### src/sv/b64e_pkg.sv
`default_nettype none

package b64e_pkg;

	localparam int QDepth = 2;
	localparam int QPtrW = $clog2(QDepth);
	localparam int QCntW = $clog2(QDepth + 1);

	localparam logic [7:0] PadChar = 8'h3D;
	localparam logic [7:0] PlusChar = 8'h2B;
	localparam logic [7:0] SlashChar = 8'h2F;
	localparam logic [7:0] UpperBase = 8'h41;
	localparam logic [7:0] LowerBase = 8'h61;
	localparam logic [7:0] DigitBase = 8'h30;

	localparam logic [1:0] LastCharIdx = 2'd3;
	localparam logic [1:0] FullGroupCnt = 2'd2;

	typedef struct packed {
		logic [23:0] group;
		logic [1:0]  pad_cnt;
		logic        last;
	} b64e_entry_t;

	typedef struct packed {
		logic full;
		logic empty;
	} b64e_q_status_t;

	function automatic logic [7:0] map_sextet(input logic [5:0] s);
		logic [7:0] s8;
		logic [7:0] ch;
		s8 = {2'b00, s};
		if (s8 < 8'd26)
			ch = s8 + UpperBase;
		else if (s8 < 8'd52)
			ch = s8 - 8'd26 + LowerBase;
		else if (s8 < 8'd62)
			ch = s8 - 8'd52 + DigitBase;
		else if (s8 == 8'd62)
			ch = PlusChar;
		else
			ch = SlashChar;
		return ch;
	endfunction

endpackage

`default_nettype wire

### src/sv/b64e_front.sv
`default_nettype none

module b64e_front import b64e_pkg::*; (
	input  wire logic           clk,
	input  wire logic           arst_n,
	input  wire logic           in_valid,
	output logic                in_ready,
	input  wire logic [7:0]     data_byte,
	input  wire logic           end_of_message,
	input  wire b64e_q_status_t q_st,
	output logic                push,
	output b64e_entry_t         push_entry
);

	logic [15:0] pending_q;
	logic [1:0]  count_q;
	logic        accept;

	assign in_ready = !q_st.full;
	assign accept = in_valid && in_ready;

	always_comb begin
		push_entry.last = end_of_message;
		if (count_q == FullGroupCnt) begin
			push_entry.group = {pending_q, data_byte};
			push_entry.pad_cnt = 2'd0;
		end else if (count_q == 2'd0) begin
			push_entry.group = {data_byte, 16'h0000};
			push_entry.pad_cnt = 2'd2;
		end else begin
			push_entry.group = {pending_q[7:0], data_byte, 8'h00};
			push_entry.pad_cnt = 2'd1;
		end
		push = accept && (count_q == FullGroupCnt || end_of_message);
	end

	always_ff @(posedge clk or negedge arst_n) begin
		if (!arst_n) begin
			count_q <= 2'd0;
			pending_q <= 16'h0000;
		end else if (accept) begin
			if (push) begin
				count_q <= 2'd0;
			end else begin
				pending_q <= {pending_q[7:0], data_byte};
				count_q <= count_q + 2'd1;
			end
		end
	end

endmodule

`default_nettype wire

### src/sv/b64e_queue.sv
`default_nettype none

module b64e_queue import b64e_pkg::*; (
	input  wire logic        clk,
	input  wire logic        arst_n,
	input  wire logic        push,
	input  wire b64e_entry_t push_entry,
	input  wire logic        pop,
	output b64e_entry_t      pop_entry,
	output b64e_q_status_t   q_st
);

	b64e_entry_t      mem_q [QDepth];
	logic [QPtrW-1:0] wr_ptr_q;
	logic [QPtrW-1:0] rd_ptr_q;
	logic [QCntW-1:0] cnt_q;

	assign q_st.full = (cnt_q == QCntW'(QDepth));
	assign q_st.empty = (cnt_q == '0);
	assign pop_entry = mem_q[rd_ptr_q];

	always_ff @(posedge clk) begin
		if (push)
			mem_q[wr_ptr_q] <= push_entry;
	end

	always_ff @(posedge clk or negedge arst_n) begin
		if (!arst_n) begin
			wr_ptr_q <= '0;
			rd_ptr_q <= '0;
			cnt_q <= '0;
		end else begin
			if (push)
				wr_ptr_q <= (wr_ptr_q == QPtrW'(QDepth - 1)) ? '0 : wr_ptr_q + 1'b1;
			if (pop)
				rd_ptr_q <= (rd_ptr_q == QPtrW'(QDepth - 1)) ? '0 : rd_ptr_q + 1'b1;
			if (push && !pop)
				cnt_q <= cnt_q + 1'b1;
			else if (pop && !push)
				cnt_q <= cnt_q - 1'b1;
		end
	end

endmodule

`default_nettype wire

### src/sv/b64e_back.sv
`default_nettype none

module b64e_back import b64e_pkg::*; (
	input  wire logic           clk,
	input  wire logic           arst_n,
	input  wire b64e_q_status_t q_st,
	input  wire b64e_entry_t    pop_entry,
	output logic                pop,
	output logic                out_valid,
	input  wire logic           out_ready,
	output logic [7:0]          out_char,
	output logic                last_char
);

	b64e_entry_t cur_q;
	logic        cur_valid_q;
	logic [1:0]  idx_q;
	logic        out_valid_q;
	logic [7:0]  out_char_q;
	logic        last_char_q;
	logic        out_free;
	logic        emit;
	logic        group_done;
	logic [5:0]  sextet;
	logic        is_pad;
	logic [7:0]  next_char;

	assign out_valid = out_valid_q;
	assign out_char = out_char_q;
	assign last_char = last_char_q;

	always_comb begin
		out_free = !out_valid_q || out_ready;
		emit = cur_valid_q && out_free;
		group_done = emit && (idx_q == LastCharIdx);
		pop = !q_st.empty && (!cur_valid_q || group_done);
		case (idx_q)
			2'd0: sextet = cur_q.group[23:18];
			2'd1: sextet = cur_q.group[17:12];
			2'd2: sextet = cur_q.group[11:6];
			default: sextet = cur_q.group[5:0];
		endcase
		is_pad = ({1'b0, idx_q} + {1'b0, cur_q.pad_cnt}) > 3'd3;
		next_char = is_pad ? PadChar : map_sextet(sextet);
	end

	always_ff @(posedge clk) begin
		if (pop)
			cur_q <= pop_entry;
		if (emit) begin
			out_char_q <= next_char;
			last_char_q <= cur_q.last && (idx_q == LastCharIdx);
		end
	end

	always_ff @(posedge clk or negedge arst_n) begin
		if (!arst_n) begin
			cur_valid_q <= 1'b0;
			idx_q <= 2'd0;
			out_valid_q <= 1'b0;
		end else begin
			if (pop) begin
				cur_valid_q <= 1'b1;
				idx_q <= 2'd0;
			end else if (emit) begin
				idx_q <= idx_q + 2'd1;
				if (group_done)
					cur_valid_q <= 1'b0;
			end
			if (out_free)
				out_valid_q <= cur_valid_q;
		end
	end

endmodule

`default_nettype wire

### src/sv/base64_stream_encoder_unit.sv
// Base64 stream encoder: one message byte per word in, one character per word out.
// The closing byte of a group goes through the group queue, the current-group register
// and the output register. One byte per cycle in while the queue is not full, one
// character per cycle out while out_ready holds; the output side limits a long run.
// Reset clears the pending byte count, the group queue and the output valid.
`default_nettype none

module base64_stream_encoder_unit import b64e_pkg::*; (
	input  wire logic       clk,
	input  wire logic       arst_n,
	input  wire logic       in_valid,
	output logic            in_ready,
	input  wire logic [7:0] data_byte,
	input  wire logic       end_of_message,
	output logic            out_valid,
	input  wire logic       out_ready,
	output logic [7:0]      out_char,
	output logic            last_char
);

	b64e_q_status_t q_st;
	b64e_entry_t    push_entry;
	b64e_entry_t    pop_entry;
	logic           push;
	logic           pop;

	b64e_front u_front (
		.clk            (clk),
		.arst_n         (arst_n),
		.in_valid       (in_valid),
		.in_ready       (in_ready),
		.data_byte      (data_byte),
		.end_of_message (end_of_message),
		.q_st           (q_st),
		.push           (push),
		.push_entry     (push_entry)
	);

	b64e_queue u_queue (
		.clk        (clk),
		.arst_n     (arst_n),
		.push       (push),
		.push_entry (push_entry),
		.pop        (pop),
		.pop_entry  (pop_entry),
		.q_st       (q_st)
	);

	b64e_back u_back (
		.clk       (clk),
		.arst_n    (arst_n),
		.q_st      (q_st),
		.pop_entry (pop_entry),
		.pop       (pop),
		.out_valid (out_valid),
		.out_ready (out_ready),
		.out_char  (out_char),
		.last_char (last_char)
	);

endmodule

`default_nettype wire
### config.mk
export PLATFORM = sky130hd
export DESIGN_NAME = base64_stream_encoder_unit
export DESIGN_NICKNAME = d
export VERILOG_FILES = /design/src/sv/b64e_pkg.sv /design/src/sv/b64e_front.sv /design/src/sv/b64e_queue.sv /design/src/sv/b64e_back.sv /design/src/sv/base64_stream_encoder_unit.sv
export SDC_FILE = /design/constraint.sdc
export NUM_CORES = 1
export LEC_CHECK = 0
export BUFFER_PORTS_ARGS = -buffer_cell sky130_fd_sc_hd__buf_2
export CORE_AREA = 4 4 84 117
export DETAILED_ROUTE_END_ITERATION = 10
export DIE_AREA = 0 0 88 121
export GPL_TIMING_DRIVEN = 0
export PLACE_DENSITY = 0.78
export SLEW_MARGIN = 5
export SYNTH_ARGS = -nofsm -noshare
export SYNTH_HDL_FRONTEND = slang
export SYNTH_SLANG_ARGS = --single-unit
### constraint.sdc
create_clock -name clk -period 4.63 [get_ports clk]
set_input_delay 0.463 -clock clk [delete_from_list [all_inputs] [get_ports clk]]
set_output_delay 0.463 -clock clk [all_outputs]
set_load 0.05 [all_outputs]
==> results of run 1 <==
==> area by class of cell <==
class                           count  area, um2
Buffer                             13       78.8
Clock buffer                       25        475
Clock inverter                      7       57.6
Fill cell                         602       2770
Inverter                           17       66.3
Multi-Input combinational cell    229       1790
Sequential cell                   116       3350
Tap cell                          107        134
Timing Repair Buffer               26        150
==> layer usage <==
| metal | vias to the layer above | GRT usage |
|---|---|---|
| li1 | 1516 | - |
| met1 | 1580 | 0.219 |
| met2 | 92 | 0.354 |
| met3 | 34 | 0.0543 |
| met4 | 0 | 0.113 |
| met5 | - | 0 |
==> registers in the layout (all words and copies together), names as in the netlist, 2 cells and up <==
signal,cells
u_queue.mem_q,54
u_back.cur_q,27
u_front.pending_q,16
u_back.out_char,8
u_back.idx_q,2
u_front.count_q,2
u_queue.cnt_q,2
==> worst max-delay path, stage by stage, from the launching register on <==
cell,delay [ns]
dfrtp_1,0.45
inv_1,0.16
ha_1,0.32
a222oi_1,0.17
mux2i_2,0.54
ha_1,0.33
or2b_2,0.37
nor3_1,0.19
a211oi_1,0.09
a2111oi_2,0.33
a31oi_1,0.12
==> cell usage after synthesis (2+ instances only) <==
library cell | count | area [um2]
and3_1 | 3 | 18.8
mux2_2 | 43 | 484
a22o_1 | 9 | 78.8
a221oi_1 | 2 | 17.5
inv_1 | 15 | 56.3
nand2b_1 | 4 | 25.0
o21ai_1 | 3 | 15.0
a22oi_1 | 2 | 15.0
o2111ai_1 | 2 | 17.5
mux2i_1 | 10 | 100
xor2_1 | 4 | 35.0
mux2_1 | 2 | 22.5
xnor2_1 | 5 | 43.8
a21oi_1 | 7 | 35.0
nor2_1 | 16 | 60.1
a222oi_1 | 4 | 40.0
clkbuf_1 | 9 | 33.8
nor3_1 | 6 | 30.0
nand3_1 | 6 | 30.0
dfrtp_1 | 26 | 651
nand2_1 | 27 | 101
a211oi_1 | 2 | 15.0
ha_1 | 14 | 175
mux2i_2 | 2 | 27.5
o31ai_1 | 2 | 15.0
and2_1 | 12 | 75.1
edfxtp_1 | 90 | 2700
a31oi_1 | 4 | 25.0
o21ai_0 | 19 | 95.1
==> stage by stage <==
step / util / setup WS [ns] / power [uW] / hold slack [ns]
floorplan: - / 1.24 / 3290 / 0.167
global placement: 0.622 / 0.329 / 3720 / 0.470
detailed placement: 0.628 / 1.32 / 3800 / 0.484
CTS: 0.688 / 1.29 / 5000 / 0.0775
global route: 0.688 / 1.08 / 5260 / 0.0997
finish: 0.688 / 1.27 / 4990 / 0.0688
==> worst max path at each step <==
stage / to / slack (ns) / cells past startpoint
after floorplan: u_queue.mem_q[0][0] / 1.24 / 3
after global placement: u_queue.mem_q[0][8] / 0.33 / 5
after detailed placement: u_back.out_char[4] / 1.32 / 10
after CTS: u_back.out_char[4] / 1.29 / 10
after global routing: u_back.out_char[4] / 1.08 / 10
final: u_back.out_char[4] / 1.27 / 10
==> cell usage in the layout (no fill, tap or decap), types with 3 or more instances in the layout <==
master / count
clkbuf_1: 15
and2_1: 12
edfxtp_1: 90
mux2_2: 43
nand2_1: 27
a31oi_1: 4
xor2_1: 4
mux2i_1: 10
and3_1: 3
nor2_1: 16
o21ai_0: 19
clkbuf_16: 17
clkinv_2: 4
buf_2: 24
a222oi_1: 4
clkbuf_8: 3
xnor2_1: 5
nand2b_1: 4
nand3_1: 6
inv_1: 15
a22o_1: 9
a21oi_1: 6
dfrtp_1: 26
nor3_1: 5
ha_1: 14
o21ai_1: 3
==> power breakdown <==
group          internal [uW]  leakage (uW)  switching [uW]
clock                    756      0.000264             403
combinational            807      0.000917            1290
sequential              1590       0.00114             141
total                   3150       0.00232            1830
==> cell families after synthesis <==
kind of cell               Yosys count
AOI/OAI and AO/OA                   67
xor gates and xnor gates             9
adders and majority gates           14
buffers and inverters               30
DFF                                116
muxes                               58
and+or+nand+nor                     81
==> impl_metrics.env, run 1 <==
export IMPL_cts_buffers=17
export IMPL_p_leak_uw=0.00232
export IMPL_post_dp_cell_area_mm2=0.00557
export IMPL_antenna_found_initial=0
export IMPL_cts_root_buffer="clkbuf_16"
export IMPL_postSynthCellCount=375
export IMPL_routabilityCongestion=0.903
export IMPL_insertion_delay_ns=0.40
export IMPL_htreeDepth=4
export IMPL_synth_avg_cell_area_um2=14.1
export IMPL_start_util=0.594
export IMPL_fin_cells=540
export IMPL_hold_buffers=0
export IMPL_syn_cell_area_mm2=0.00527
export IMPL_portBuffers=23
export IMPL_maxSlewViolCount=0
export IMPL_cts_resized=0
export IMPL_cp_data_arrival_time_ns=3.50
export IMPL_synthFlopType="edfxtp_1"
export IMPL_r2r_end="u_back.out_char[4]"
export IMPL_clk_path_buf_depth=2
export IMPL_synth_xor_area_share=0.0150
export IMPL_grt_overflow=0
export IMPL_clock_sinks=116
export IMPL_dpl_cell_count=508
export IMPL_endpoint_kind="flip-flop"
export IMPL_first_pass_iters=5
export IMPL_status="finished, final reports clean"
export IMPL_clkSlewWorstSetupHoldPaths_ns=0.05
export IMPL_die_x_um=88
export IMPL_worst_r2r_setup_slack_ns=1.27
export IMPL_tightest_slew_ns=1.23
export IMPL_required_ns=4.77
export IMPL_synth_net_count=402
export IMPL_worstPathMaxFanout=11
export IMPL_synth_simple_area_share=0.0746
export IMPL_r2r_start="u_back.idx_q[0]"
export IMPL_worstSetupStartpoint="u_back.idx_q[0]"
export IMPL_synth_seq_area_share=0.636
export IMPL_dr_wl_met2_mm=5.46
export IMPL_drc=0
export IMPL_grt_pass1_vias=3372
export IMPL_min_delay_path_class="input pin to asynchronous set/reset pin"
export IMPL_rsz0062_at_grt="false"
export IMPL_cts_tree="done"
export IMPL_critPathLaunchType="flip-flop"
export IMPL_synth_compound_area_frac=0.0900
export IMPL_drive_above_1_share=0.254
export IMPL_postCtsSetupBuffers=0
export IMPL_synth_top_family_by_area="multiplexers"
export IMPL_stdcell_area_mm2=0.00610
export IMPL_synth_seq_cells=116
export IMPL_synthArstFlopShare=0.224
export IMPL_finalSetupTns_ns=0
export IMPL_finalSetupViolations=0
export IMPL_ir_worst_vdd_uv=479
export IMPL_hold_viol=0
export IMPL_core_mm2=0.00887
export IMPL_row_count=41
export IMPL_path_class="flip-flop to flip-flop"
export IMPL_reg2reg_depth=10
export IMPL_fmax_ghz=0.298
export IMPL_synthDistinctLibCells=54
export IMPL_final_antenna_net_count=0
export IMPL_ys_warn_count=0
export IMPL_routedWlPerCell_um=18.5
export IMPL_slew_headroom=0.181
export IMPL_ios=24
export IMPL_max_cap_viol_count=0
export IMPL_min_period_ns=3.36
export IMPL_synth_mux_area_frac=0.123
export IMPL_drt_met1_wl_mm=3.73
export IMPL_grtUsageTotal=0.204
export IMPL_fin_nets=447
export IMPL_wl_met3_um=368
export IMPL_cellPowerDensity_mw_per_mm2=817
export IMPL_antennaDiodeCount=0
export IMPL_area_delta_synth_final_pct=15.8
export IMPL_synth_fa_ha_area_frac=0.0332
export IMPL_routed_top_layer="met4"
export IMPL_detailedRoute_firstIterationViolations=208
export IMPL_clock_skew_ns=0.00734
export IMPL_dp_hpwl_mm=6.84
export IMPL_period_share=0.725
export IMPL_vias=3222
export IMPL_grt_max_degree=29
export IMPL_routed_via_density=5.97
export IMPL_synth_edf_count=90
export IMPL_die_h_um=121
export IMPL_wirelength_mm=9.99
export IMPL_grt_pass1_wl_mm=16.1
export IMPL_dieArea_mm2=0.0106
Note: power is estimated with default switching activity, not from simulation.
==> inputs of run 2 (changes only) <==
Settings changed: ABC_AREA from default to 1.
Clock period 4.63 ns to 3.2 ns, I/O delays scaled along.
==> run 2 against run 1 <==
Net effect: count of clock-buffer cells in the layout shrank 4; register-to-register slack got worse by 0.61 ns; cell count is 25% higher; non-clock buffer count is the same; synthesized area fell by 0.12%; hold slack improved by 0.058 ns; critical endpoint is now u_back.out_char[1]; highest routed layer unchanged.
==> impl_metrics.env, run 2 <==
export IMPL_period_share=0.792
export IMPL_area_delta_synth_final_pct=17.2
export IMPL_antennaDiodeCount=0
export IMPL_nFillCells=611
export IMPL_detailedRoute_firstIterationViolations=210
export IMPL_endpoint_kind="flip-flop"
export IMPL_r2r_start="u_back.idx_q[1]"
export IMPL_finalSetupTns_ns=0
export IMPL_synth_area_leader_cell="edfxtp_1"
export IMPL_rsz0062_at_grt="false"
export IMPL_dp_slack_ns=0.669
export IMPL_final_util=0.695
export IMPL_finalWorstSetupSlack_ns=0.665
export IMPL_synth_net_count=538
export IMPL_ios=24
export IMPL_fin_nets=583
export IMPL_status="finished, final reports clean"
export IMPL_ys_warn_count=0
export IMPL_final_common_cell="nand2_1"
export IMPL_clkSlewWorstSetupHoldPaths_ns=0.05
export IMPL_synthDistinctLibCells=36
export IMPL_required_ns=3.35
export IMPL_grt_max_degree=28
export IMPL_reg_largest_list="u_queue.mem_q: 54 flops, u_back.cur_q: 27 flops, u_front.pending_q: 16 flops"
export IMPL_slew_headroom=0.390
export IMPL_clk_path_buf_depth=2
export IMPL_first_pass_iters=5
export IMPL_cts_root_buffer="clkbuf_16"
export IMPL_dpl_cell_count=643
export IMPL_cp_common_cell="inv_1"
export IMPL_drc=0
export IMPL_worstPathMaxFanout=7
export IMPL_cpMaxStageDelayCell="dfrtp_1"
export IMPL_drive_above_1_share=0.150
export IMPL_min_delay_path_class="input pin to flip-flop"
export IMPL_core_mm2=0.00887
export IMPL_path_class="flip-flop to flip-flop"
export IMPL_htreeDepth=4
export IMPL_path_cells="inv_1 > ha_1 > nand2_1 > nand2_1 > o21ai_2 > ha_1 > inv_1 > nand3_4 > o21ai_4 > inv_1 > nand2_2 > nor2_1 > a21oi_1 > inv_1"
export IMPL_finalPower_uw=7440
export IMPL_largest_reg_flops=54
export IMPL_cts_tree="done"
export IMPL_worst_r2r_setup_slack_ns=0.66
export IMPL_synth_area_top_cells="edfxtp_1 51%, dfrtp_1 12%, nand2_1 12%"
export IMPL_fin_cells=675
export IMPL_cts_resized=0
export IMPL_synth_seq_area_share=0.637
export IMPL_synth_top_area_share=0.514
export IMPL_min_period_ns=2.54
export IMPL_synth_common_cells="170 x nand2_1, 90 x edfxtp_1, 60 x inv_1"
export IMPL_top_register="u_queue.mem_q"
export IMPL_clock_sinks=116
export IMPL_maxSlewViolCount=0
export IMPL_grtUsageTotal=0.212
export IMPL_dieArea_mm2=0.0106
export IMPL_start_util=0.593
export IMPL_grt_overflow=0
export IMPL_tightest_slew_ns=0.913
export IMPL_synthFlopType="edfxtp_1"
export IMPL_postSynthCellCount=511
export IMPL_synth_seq_cells=116
export IMPL_routedWlPerCell_um=15.1
export IMPL_cp_data_arrival_time_ns=2.69
export IMPL_endpoint="u_back.out_char[1]"
export IMPL_layout_common_cells="170 x nand2_1, 90 x edfxtp_1, 60 x inv_1"
export IMPL_grt_pass1_vias=3691
export IMPL_fmax_ghz=0.394
export IMPL_finalSetupViolations=0
export IMPL_postCtsSetupBuffers=0
export IMPL_routabilityCongestion=0.864
export IMPL_synth_avg_cell_area_um2=10.3
export IMPL_antenna_found_initial=0
export IMPL_hold_viol=0
export IMPL_wirelength_mm=10.2
export IMPL_cellPowerDensity_mw_per_mm2=1210
export IMPL_max_cap_viol_count=0
export IMPL_r2r_end="u_back.out_char[1]"
export IMPL_reg2reg_depth=14
export IMPL_hold_buffers=1
export IMPL_cts_buffers=17
export IMPL_critPathMaxStageDelay_ns=0.43
export IMPL_row_count=41
export IMPL_final_antenna_net_count=0
export IMPL_grt_pass1_wl_mm=16.7
export IMPL_synth_most_common_cell="nand2_1"
export IMPL_critPathLaunchType="flip-flop"
export IMPL_clock_skew_ns=0.00793
export IMPL_die_x_um=88
export IMPL_syn_cell_area_mm2=0.00526
export IMPL_routed_via_density=5.25
export IMPL_synth_edf_count=90
export IMPL_synthArstFlopShare=0.224
export IMPL_portBuffers=23
export IMPL_dp_hpwl_mm=7.21
export IMPL_p_leak_uw=0.00278
export IMPL_worstSetupStartpoint="u_back.idx_q[1]"
export IMPL_insertion_delay_ns=0.41
export IMPL_die_h_um=121
export IMPL_vias=3546
export IMPL_ir_worst_vdd_uv=976
[run 2: per-stage QoR]
stage                     instance area (um2)  hold slack [ns]
after global placement                   5510            0.342
final                                    6170            0.127
after global routing                     6170            0.124
after detailed placement                 5560            0.359
after CTS                                6170            0.118
after floorplan                          5260           0.0244
[run 2: where the power goes]
group | switching, uW | internal, uW
Clock | 612 | 1270
Combinational | 2060 | 909
Sequential | 203 | 2380
Total | 2880 | 4560
[run 2: metal layers]
metal / vias up / global-route usage / routed length, um
met5: - / 0 / 0
met4: 0 / 0.103 / 319
met3: 30 / 0.0686 / 360
met2: 93 / 0.403 / 5950
met1: 1669 / 0.192 / 3550
li1: 1754 / - / -
[run 2: final cells by class]
class,count,area (um2),share of cell area
Tap cell,107,134,0.0217
Timing Repair Buffer,26,168,0.0272
Clock buffer,21,470,0.0763
Buffer,13,61.3,0.00994
Inverter,66,248,0.0402
Multi-Input combinational cell,316,1610,0.260
Sequential cell,116,3350,0.544
Clock inverter,10,130,0.0211
[run 2: logic make-up (layout without fill, tap and decap cells)]
kind of cell,after synthesis,after routing,share of synthesized area
XOR/XNOR,9,9,0.0150
flip-flops,116,116,0.637
buffers and inverters,79,136,0.0587
adder cells (fa/ha/maj),14,14,0.0333
AO/OA/AOI/OAI,68,68,0.0787
AND/OR/NAND/NOR,225,225,0.177
[run 2: how the worst min path moves through the flow]
stage	start	end	slack, ns	cells past startpoint
6_report	end_of_message	u_queue.mem_q[0][0]	0.13	1
5_1_grt	end_of_message	u_queue.mem_q[0][0]	0.12	1
4_1_cts	end_of_message	u_queue.mem_q[0][0]	0.12	1
3_5_place_dp	arst_n	u_front.pending_q[3]	0.36	1
3_3_place_gp	arst_n	u_front.pending_q[3]	0.34	1
2_1_floorplan	arst_n	u_back.cur_valid_q	0.02	0
[run 2: critical path: cells and delay by family (launching register included)]
kind                     cells  cell delay, ns
flip-flops                   1            0.43
buffers and inverters        4            0.38
AND/OR/NAND/NOR              5            0.48
AO/OA/AOI/OAI                3            0.45
adder cells (fa/ha/maj)      2            0.54
==> inputs of run 3 (changes only) <==
Clock period 3.2 ns to 2.4 ns, I/O delays scaled along.
==> run 3 against run 2 <==
Net effect: the run now ends with negative setup slack left; wire length increased by 10%; design area increased by 3.9%; via count grew 5.0%; critical path depth is 3 lower; global-route usage increased by 0.61 points; cell count up 2.4%; hold slack got worse by 0.081 ns; sequential share of layout area fell by 2.0 points; count of clock-buffer cells in the layout did not move; total power rose by 43%; core utilization rose by 2.7 points; first-iteration DRC count is 5.7% higher.
==> impl_metrics.env, run 3 (synthesis results as in run 2) <==
export IMPL_violations="negative setup slack"
export IMPL_top_register="u_queue.mem_q"
export IMPL_stdcell_area_mm2=0.00641
export IMPL_whs_ns=0.0458
export IMPL_area_delta_synth_final_pct=21.8
export IMPL_ios=24
export IMPL_grt_pass1_wl_mm=17.1
export IMPL_min_from="end_of_message"
export IMPL_wirelength_mm=11.2
export IMPL_core_mm2=0.00887
export IMPL_antenna_found_initial=0
export IMPL_fmax_ghz=0.415
export IMPL_grt_max_degree=28
export IMPL_cpMaxStageDelayCell="dfrtp_2"
export IMPL_grtUsageTotal=0.218
export IMPL_critPathMaxStageDelay_ns=0.44
export IMPL_path_delay_family="compound AO/OA/AOI/OAI gates"
export IMPL_finalSetupViolations=1
export IMPL_min_path_cells=1
export IMPL_routedWlPerCell_um=16.2
export IMPL_min_delay_path_class="input pin to flip-flop"
export IMPL_antennaDiodeCount=0
export IMPL_first_pass_iters=5
export IMPL_final_antenna_net_count=0
export IMPL_cts_tree="done"
export IMPL_detailedRoute_firstIterationViolations=222
export IMPL_period_share=1.00
export IMPL_cts_root_buffer="clkbuf_16"
export IMPL_vias=3722
export IMPL_routabilityCongestion=0.864
export IMPL_r2r_start="u_back.idx_q[0]"
export IMPL_post_dp_cell_area_mm2=0.00556
export IMPL_grt_overflow=0
export IMPL_reg2reg_depth=11
export IMPL_dp_hpwl_mm=7.21
export IMPL_p_leak_uw=0.00286
export IMPL_drive_above_1_share=0.202
export IMPL_htreeDepth=4
export IMPL_cp_depth=11
export IMPL_die_h_um=121
export IMPL_worstSetupStartpoint="u_back.idx_q[0]"
export IMPL_rsz0062_at_grt="true"
export IMPL_clock_sinks=116
export IMPL_reg_largest_list="u_queue.mem_q: 54 flops, u_back.cur_q: 27 flops, u_front.pending_q: 16 flops"
export IMPL_portBuffers=23
export IMPL_r2r_end="u_back.out_char[2]"
export IMPL_hold_end="u_queue.mem_q[0][0]"
export IMPL_critPathLaunchType="flip-flop"
export IMPL_clkSlewWorstSetupHoldPaths_ns=0.05
export IMPL_required_ns=2.56
export IMPL_fin_nets=599
export IMPL_finalSetupTns_ns=-0.00779
export IMPL_drc=0
export IMPL_dp_slack_ns=-0.131
export IMPL_largest_reg_flops=54
export IMPL_slew_headroom=0.382
export IMPL_max_cap_viol_count=0
export IMPL_worstPathMaxFanout=6
export IMPL_start_util=0.593
export IMPL_cts_buffers=17
export IMPL_dieArea_mm2=0.0106
export IMPL_cellPowerDensity_mw_per_mm2=1660
export IMPL_finalWorstSetupSlack_ns=-0.00779
export IMPL_die_x_um=88
export IMPL_hold_viol=0
export IMPL_clk_path_buf_depth=2
export IMPL_maxSlewViolCount=0
export IMPL_grt_pass1_vias=3757
export IMPL_cp_data_arrival_time_ns=2.57
export IMPL_clock_skew_ns=0.00825
export IMPL_tightest_slew_ns=0.925
export IMPL_final_common_cell="nand2_1"
export IMPL_endpoint_kind="flip-flop"
export IMPL_worst_r2r_setup_slack_ns=-0.008
export IMPL_path_cells="buf_4 > ha_4 > nand2_2 > nand2_2 > o21ai_4 > ha_4 > buf_4 > xnor2_1 > o21ai_0 > o21bai_1 > nand2_1"
export IMPL_min_period_ns=2.41
export IMPL_critical_path_buf_inv_count=2
export IMPL_row_count=41
export IMPL_insertion_delay_ns=0.41
export IMPL_ir_worst_vdd_uv=1330
export IMPL_path_class="flip-flop to flip-flop"
export IMPL_routed_via_density=5.39
export IMPL_status="complete, but fails checks"
export IMPL_layout_common_cells="167 x nand2_1, 90 x edfxtp_1, 55 x inv_1"
## run 3: what timing repair did
action	4_1_cts	5_1_grt
gates resized for setup	14	13
endpoints found under the hold margin	26	0
pin swaps	1	8
setup endpoints to repair	21	49
hold buffers	1	0
buffers inserted	2	14
## run 3: worst register-to-register path: stages (launching register included)
cell,delay [ns]
dfrtp_2,0.44
buf_4,0.16
ha_4,0.18
nand2_2,0.10
nand2_2,0.08
o21ai_4,0.30
ha_4,0.26
buf_4,0.13
xnor2_1,0.11
o21ai_0,0.20
o21bai_1,0.14
nand2_1,0.07
## run 3: area by class of cell
| type | count | area (um2) |
|---|---|---|
| Multi-Input combinational cell | 316 | 1700 |
| Inverter | 66 | 253 |
| Fill cell | 576 | 2470 |
| Clock buffer | 21 | 470 |
| Sequential cell | 116 | 3360 |
| Clock inverter | 10 | 130 |
| Buffer | 13 | 61.3 |
| Tap cell | 107 | 134 |
| Timing Repair Buffer | 42 | 300 |
## run 3: worst max path at each step
stage,end
floorplan,u_queue.mem_q[1][0]
global placement,u_queue.mem_q[1][14]
detailed placement,u_back.out_char[1]
CTS,u_back.out_char[6]
global route,u_back.out_char[6]
finish,u_back.out_char[2]
## run 3: metrics by stage
| step | instances | power, uW | utilization |
|---|---|---|---|
| 4_1_cts | 677 | 10100 | 0.704 |
| 6_report | 691 | 10600 | 0.722 |
| 3_3_place_gp | 641 | 7130 | 0.621 |
| 3_5_place_dp | 643 | 7350 | 0.626 |
| 2_1_floorplan | 511 | 6400 | - |
| 5_1_grt | 691 | 11200 | 0.722 |
## run 3: per-layer routing
layer / GRT usage / share of wire
met2: 0.413 / 0.58
met5: 0 / 0
met4: 0.111 / 0.034
met3: 0.0686 / 0.045
met1: 0.198 / 0.34
## run 3: report_power, final
part           total [uW]  leakage [uW]  switching [uW]  internal [uW]
sequential           3470       0.00116             293           3180
clock                2520      0.000294             821           1690
combinational        4640       0.00141            3070           1580
